**src/rtl/hst_pkg.sv**
```systemverilog
`default_nettype none

package hst_pkg;

    localparam int CHAR_W         = 8;
    localparam int HASH_W         = 8;
    localparam int BUCKET_W       = 7;
    localparam int CHAINS         = 128;
    localparam int CHARS_PER_WORD = 8;
    localparam int NAME_WORD_W    = CHAR_W * CHARS_PER_WORD;
    localparam int INDEX_OUT_W    = 10;
    localparam int COUNT_OUT_W    = 11;

    typedef enum logic {
        ACT_LOOKUP = 1'b0,
        ACT_INSERT = 1'b1
    } t_action;

    typedef struct packed {
        logic              action;
        logic [CHAR_W-1:0] char_code;
        logic              last_char;
    } t_in_word;

    typedef struct packed {
        logic                   found;
        logic [INDEX_OUT_W-1:0] entry_index;
        logic [BUCKET_W-1:0]    bucket;
        logic                   pool_full;
        logic [COUNT_OUT_W-1:0] entry_count;
    } t_out_word;

    // shift left, copy the new top bit into bit 0, fold in the character
    function automatic logic [HASH_W-1:0] hash_step(input logic [HASH_W-1:0] h,
                                                    input logic [CHAR_W-1:0] c);
        logic [HASH_W-1:0] s;
        s    = {h[HASH_W-2:0], 1'b0};
        s[0] = s[HASH_W-1];
        return s ^ c;
    endfunction

endpackage

`default_nettype wire

```
**src/rtl/hst_name_acc.sv**
```systemverilog
`default_nettype none

module hst_name_acc
    import hst_pkg::*;
#(
    parameter int NAME_CHARS = 32,
    localparam int NW        = (NAME_CHARS + CHARS_PER_WORD - 1) / CHARS_PER_WORD,
    localparam int WSEL_W    = (NW > 1) ? $clog2(NW) : 1
) (
    input  wire logic                     i_clk,
    input  wire logic                     i_rst_n,
    input  wire logic                     i_push,
    input  wire logic [CHAR_W-1:0]        i_char,
    input  wire logic                     i_clear,
    input  wire logic [WSEL_W-1:0]        i_rd_word,
    output logic      [NAME_WORD_W-1:0]   o_rd_data,
    output logic      [HASH_W-1:0]        o_hash
);

    localparam int LEN_W  = $clog2(NAME_CHARS + 1);

    logic [NAME_WORD_W-1:0] r_words [NW];
    logic [LEN_W-1:0]       r_len;
    logic [HASH_W-1:0]      r_hash;
    logic                   keep;
    logic [WSEL_W-1:0]      wr_word;
    logic [2:0]             wr_byte;

    assign keep    = i_push && (r_len < LEN_W'(NAME_CHARS));
    assign wr_word = WSEL_W'(r_len >> 3);
    assign wr_byte = 3'(r_len);

    always_ff @(posedge i_clk) begin
        if (!i_rst_n || i_clear) begin
            for (int w = 0; w < NW; w++) begin
                r_words[w] <= '0;
            end
            r_len  <= '0;
            r_hash <= '0;
        end else if (keep) begin
            r_words[wr_word][CHAR_W*wr_byte +: CHAR_W] <= i_char;
            r_len  <= r_len + 1'b1;
            r_hash <= hash_step(r_hash, i_char);
        end
    end

    assign o_rd_data = r_words[i_rd_word];
    assign o_hash    = r_hash;

endmodule

`default_nettype wire
```
**config.mk**
```make
export PLATFORM = sky130hd
export DESIGN_NAME = hst_name_acc
export DESIGN_NICKNAME = d
export VERILOG_FILES = /design/src/rtl/hst_pkg.sv /design/src/rtl/hst_name_acc.sv
export SDC_FILE = /design/constraint.sdc
export NUM_CORES = 1
export LEC_CHECK = 0
export ABC_AREA = 0
export BUFFER_PORTS_ARGS = -buffer_cell sky130_fd_sc_hd__buf_2
export CAP_MARGIN = 20
export CELL_PAD_IN_SITES_DETAIL_PLACEMENT = 0
export CELL_PAD_IN_SITES_GLOBAL_PLACEMENT = 1
export CORE_ASPECT_RATIO = 1.2
export CORE_MARGIN = 4
export CORE_UTILIZATION = 45
export CTS_CLUSTER_SIZE = 40
export DETAILED_ROUTE_END_ITERATION = 8
export PLACE_DENSITY = 0.73
export SLEW_MARGIN = 30
export SYNTH_ARGS = -nofsm -noshare
export SYNTH_HDL_FRONTEND = slang
export SYNTH_SLANG_ARGS = --single-unit
```
**constraint.sdc**
```tcl
create_clock -name i_clk -period 8 [get_ports i_clk]
set_clock_uncertainty 0.15 [all_clocks]
set_input_delay 0 -clock i_clk [delete_from_list [all_inputs] [get_ports i_clk]]
set_output_delay 0 -clock i_clk [all_outputs]
set_load 0.05 [all_outputs]
```
==> qor.txt, run 1 <==
Outcome = finished clean
GRT overflow = 0
Port bufs = 85
Clock Power Share = 38.0%
Commonest non-fill, non-tap cells in the layout = edfxtp_1 (256), nor2_1 (188), buf_2 (84)
Comb pwr share = 9.7%
H-Tree Depth = 1
Die width = 157 microns
Largest net degree at the start of global routing = 65
Critical Path RT = 8.00 ns
I/O Pins = 86
Sw Ratio = 24.0%
Vias in the first global route = 7320
Worst r2r src = r_len[0]
Initial Util = 45.6%
Post-synth EDFFs = 256
DRT Pass-1 Iters = 5
Fin area = 0.0135 sq mm
Num Clock Sinks = 270
Register bit total from synthesis = 270
Hold Crit Start = i_rst_n
Overall Power = 3.11 mW
Post-route DRC = 0
MaxCap Viol Count = 0
Pwr dens = 230 mW/mm^2
Storage cell area = 0.00797 sq mm
First-pass GRT wire length = 45000 microns
Die H = 187 microns
Period utilisation layout = 48.4%
Mapped Cells = 847
Register area share after synthesis = 66.5%
Number of placed instances, taps included = 1207
Worst-case vdd ir drop = 0.179 mV
Routed vias = 7265
Row count = 65
Clock Latency Late Sink = 0.54 ns
GR Util All Layers = 20.5%
Syn Std Cell Area = 0.0120 sq mm
Worst hold path class = in -> reg
Total Wirelength = 30000 microns
CTS tree = yes
Most common cell after layout, fill and taps aside = edfxtp_1
Setup TNS = 0 ns
Antenna viol nets, final = 0
Vias per inst = 5.76
Diode count = 0
RSZ-0062 raised after global routing = no
Fin cells = 1261
Root Driver = clkbuf_16
Antenna violations before repair = 0
Top FF cell, synth = edfxtp_1
Synth warn = 0
Multi-input gate area = 0.00366 sq mm
Full die area = 0.0293 sq mm
Fin. Hold Viols = 0
Fin crit period = 3.87 ns
Reg power frac = 52.3%
Setup CP Type = reg -> reg
DPL Wire Length = 20500 microns
Post_cts resized = 0
Switching pwr = 0.746 mW
Core area = 0.0263 sq mm
Internal power = 2.36 mW
Fillers = 2234
Pins Over Slew Limit = 0
Slew HR = 34.5%
F_max = 258 MHz
Synth cell types = 46
Clk slew on worst S/H paths = 0.06 ns
DP Area = 0.0126 sq mm
Layout cells sized above 1 = 24.1%
Post-CTS setup buffer count = 0
Final setup fails = 0
Drt wl/cell = 23.8 microns
Critical path startpoint category = register
Core Util, Final = 51.5%
FF-to-FF setup slack = 4.13 ns
Pleak = 4.86 nW
Crit. End Element = register
CTS max path bufs = 3
Avg Cell Area, Syn = 14.1 sq um
RePlAce Congestion = 0.793
Critical path origin = r_len[0]
Post-synthesis net count = 864
Syn-to-layout area delta = 12.8%
Worst-Margin Slew = 0.972 ns
Worst Path Max Fanout = 11
WP data arrival = 3.87 ns
Ys async rst share = 0%
Starting DRT DRC Count = 748
CTS buffer count = 27
Nets = 929
area by class of cell:
class                   count  share of cell area [%]
flip-flops and latches    270                    58.9
well taps                 335                    3.10
repair buffers            107                    4.59
clock buffers              30                    5.08
inverters                  11                   0.305
clock inverters            13                   0.888
multi-input cells         495                    27.1
routing by layer:
layer	GRT usage (%)	vias to the layer above	share of wire [%]
li1	-	3280	-
met1	27.1	3663	39
met2	35.6	272	52
met3	3.02	50	6.2
met4	5.28	0	2.6
met5	0	-	0
registers in the layout, indices dropped and copies added (netlist names):
register,cells
r_words,256
r_len,6
o_hash,8
final timing paths:
check,endpoint,cells after the start
setup / recovery,r_words[2][22],6
hold / removal,r_len[2],3
setup reg to reg,r_words[2][22],6
hold reg to reg,o_hash[3],2
what timing repair did:
action                     in CTS  in global routing
hold buffers                   11                  0
hold endpoints to repair      126                  0
setup endpoints to repair       0                  0
worst max-delay path: stages (launching register included):
cell and delay, ns:
dfxtp_1 0.60, inv_1 0.21, ha_2 0.23, ha_1 0.51
nor2b_1 0.60, nand2_1 0.34, o21ai_0 0.84
cells by family (layout without fill, tap and decap cells):
| group | after synthesis | count (layout) | share of synthesized area, % |
|---|---|---|---|
| XOR/XNOR | 9 | 9 | 0.658 |
| adder cells (fa/ha/maj) | 3 | 3 | 0.313 |
| flip-flops | 270 | 270 | 66.5 |
| multiplexers | 64 | 64 | 12.0 |
| buffers and inverters | 82 | 161 | 3.11 |
| AND/OR/NAND/NOR | 368 | 368 | 14.8 |
| AO/OA/AOI/OAI | 51 | 51 | 2.56 |
power groups by stage:
stage	logic [mW]	clock network [mW]	registers, mW
6_report	0.301	1.18	1.63
5_1_grt	0.318	1.25	1.63
4_1_cts	0.304	1.20	1.63
3_5_place_dp	0.299	0	1.66
3_3_place_gp	0.297	0	1.65
2_1_floorplan	0.221	0	1.65
stage by stage:
| step | hold WS [ns] | setup WS (ns) |
|---|---|---|
| global placement | 0.299 | 3.87 |
| floorplan | 0.0855 | 4.98 |
| detailed placement | 0.308 | 3.93 |
| global route | 0.0815 | 3.89 |
| CTS | 0.0125 | 3.92 |
| finish | 0.0389 | 4.13 |
synth_stat cells (3+ instances only):
library cell / n / area [sq um]
inv_1: 7 / 26.3
and3_1: 8 / 50.1
nand3_1: 17 / 85.1
nor3_1: 63 / 315
edfxtp_1: 256 / 7690
xnor2_1: 9 / 78.8
mux4_2: 64 / 1440
buf_4: 3 / 22.5
o21ai_0: 23 / 115
clkbuf_1: 30 / 113
buf_2: 37 / 185
o21ai_1: 4 / 20.0
or3_1: 3 / 18.8
nand3_2: 11 / 110
a211oi_1: 9 / 67.6
nor2_1: 188 / 706
ha_1: 3 / 37.5
and2_1: 9 / 56.3
a21oi_1: 4 / 20.0
clkinv_1: 4 / 15.0
nand2b_1: 14 / 87.6
nand4_1: 4 / 25.0
dfxtp_1: 14 / 280
nor3_2: 3 / 30.0
nor2b_1: 4 / 25.0
nand2_1: 30 / 113
o31ai_1: 3 / 22.5
Power figures use the tool's default switching activity.
==> inputs of run 2 (changes only) <==
- PLACE_DENSITY: 0.73 -> 0.76
- clock period: 8 -> 3.45 ns (I/O delays scaled with it)
==> qor.txt, run 2 (synthesis gave the netlist of run 1 again) <==
Reg with most FFs = r_words
F_max = 323 MHz
Critical path startpoint category = register
Die width = 157 microns
Fillers = 2215
Critical path's slowest cell = o21ai_1
Max reg flops = 256
First-pass GRT wire length = 45400 microns
Multi-input gate area = 0.00365 sq mm
CTS buffer count = 26
Worst-Margin Slew = 0.983 ns
Setup TNS = 0 ns
Routed vias = 7375
Top Family by Delay on Critical Path = simple AND/OR/NAND/NOR gates
Clock Latency Late Sink = 0.52 ns
MaxCap Viol Count = 0
Starting DRT DRC Count = 656
Crit path largest cell delay = 0.64 ns
Worst hold path class = in -> reg
Vias in the first global route = 7490
Fin. Hold Viols = 0
Setup CP Type = reg -> reg
RSZ-0062 raised after global routing = no
Storage cell area = 0.00797 sq mm
Comb pwr share = 10.3%
Diode count = 0
Pleak = 4.99 nW
Slew HR = 34.5%
CTS max path bufs = 3
DRT Pass-1 Iters = 5
DPL Wire Length = 19800 microns
Internal power = 5.36 mW
Final hold slack = 0.311 ns
Port bufs = 85
Outcome = finished clean
Setup ws final = 0.351 ns
Switching pwr = 1.71 mW
Period utilisation layout = 89.8%
Vias per inst = 5.68
Fin crit period = 3.10 ns
RePlAce Congestion = 0.831
Layout cells sized above 1 = 26.0%
GR Util All Layers = 20.3%
Final setup fails = 0
H-Tree Depth = 1
Clock Power Share = 36.5%
Nets = 963
Pre-CTS setup slack = 0.374 ns
Post-route DRC = 0
Clk slew on worst S/H paths = 0.06 ns
I/O Pins = 86
Total Wirelength = 29600 microns
Antenna violations before repair = 0
Reg power frac = 53.1%
Num Clock Sinks = 270
Syn-to-layout area delta = 14.6%
Die H = 187 microns
Row count = 65
Worst Path Max Fanout = 9
CP Depth = 6
Pwr dens = 515 mW/mm^2
CTS tree = yes
Crit. End Element = register
GRT overflow = 0
CP cell instances = inv_1 > ha_1 > ha_1 > and3b_1 > nand3_2 > o21ai_1
Pins Over Slew Limit = 0
Drt wl/cell = 22.8 microns
Root Driver = clkbuf_16
CP dominant cell by count = ha_1
Worst-case vdd ir drop = 0.323 mV
Core area = 0.0263 sq mm
Hold path depth = 5
Cells on worst reg2reg path = 6
Commonest non-fill, non-tap cells in the layout = edfxtp_1 (256), nor2_1 (188), buf_2 (84)
Critical Path RT = 3.45 ns
Antenna viol nets, final = 0
WP data arrival = 3.10 ns
Most common cell after layout, fill and taps aside = edfxtp_1
Overall Power = 7.07 mW
Post-CTS setup buffer count = 0
Largest net degree at the start of global routing = 34
Full die area = 0.0293 sq mm
Worst path bufs/invs = 1
Sw Ratio = 24.2%
Initial Util = 45.6%
-- run 2: cell types whose count changed in the layout (fill, tap and decap cells not counted), sizes merged --
cell and delta:
clkinv -2, bufinv -2, clkbuf +8, inv -1
buf +35
-- run 2: path summary, 6_finish.rpt --
| path | from | end | slack (ns) |
|---|---|---|---|
| worst max register to register | r_len[1] | r_words[1][30] | 0.35 |
| worst min register to register | o_hash[7] | o_hash[7] | 0.36 |
| worst max-delay path | r_len[1] | r_words[1][30] | 0.35 |
| worst min-delay path | i_push | r_len[0] | 0.31 |
-- run 2: worst min-delay path, cell delays in order --
cell	delay, ns
dlygate4sd3_1	0.51
buf_2	0.16
nand2b_1	0.12
nand2_1	0.09
a21oi_1	0.05
-- run 2: power by group through the flow --
stage / Combinational (mW) / Clock [mW] / Sequential (mW)
detailed placement: 0.727 / 0 / 3.83
floorplan: 0.512 / 0 / 3.82
global placement: 0.723 / 0 / 3.82
CTS: 0.738 / 2.62 / 3.76
global route: 0.771 / 2.77 / 3.77
finish: 0.731 / 2.58 / 3.76
-- run 2: final cells by class --
type | instances | share of cell area [%]
inverters | 11 | 0.301
clock inverters | 8 | 0.273
multi-input cells | 495 | 26.6
well taps | 335 | 3.05
repair buffers | 142 | 6.53
clock buffers | 38 | 5.22
flip-flops and latches | 270 | 58.1
-- run 2: routing by layer --
layer | GRT usage [%] | vias up | wire length, microns
met2 | 34.6 | 233 | 15200
met5 | 0 | - | 0
met3 | 2.67 | 38 | 1750
li1 | - | 3350 | -
met1 | 27.7 | 3754 | 11900
met4 | 5.21 | 0 | 677
-- run 2: repair_timing --
| item | CTS | global route |
|---|---|---|
| endpoints found under the hold margin | 130 | 0 |
| hold buffers | 11 | 0 |
| resized for setup | 0 | 0 |
-- run 2: stage by stage --
step / util (%) / instances / cell area (sq um)
2_1_floorplan: - / 847 / 12000
3_3_place_gp: 49.0 / 1242 / 12900
3_5_place_dp: 49.0 / 1242 / 12900
4_1_cts: 52.2 / 1299 / 13700
5_1_grt: 52.2 / 1299 / 13700
6_report: 52.2 / 1299 / 13700
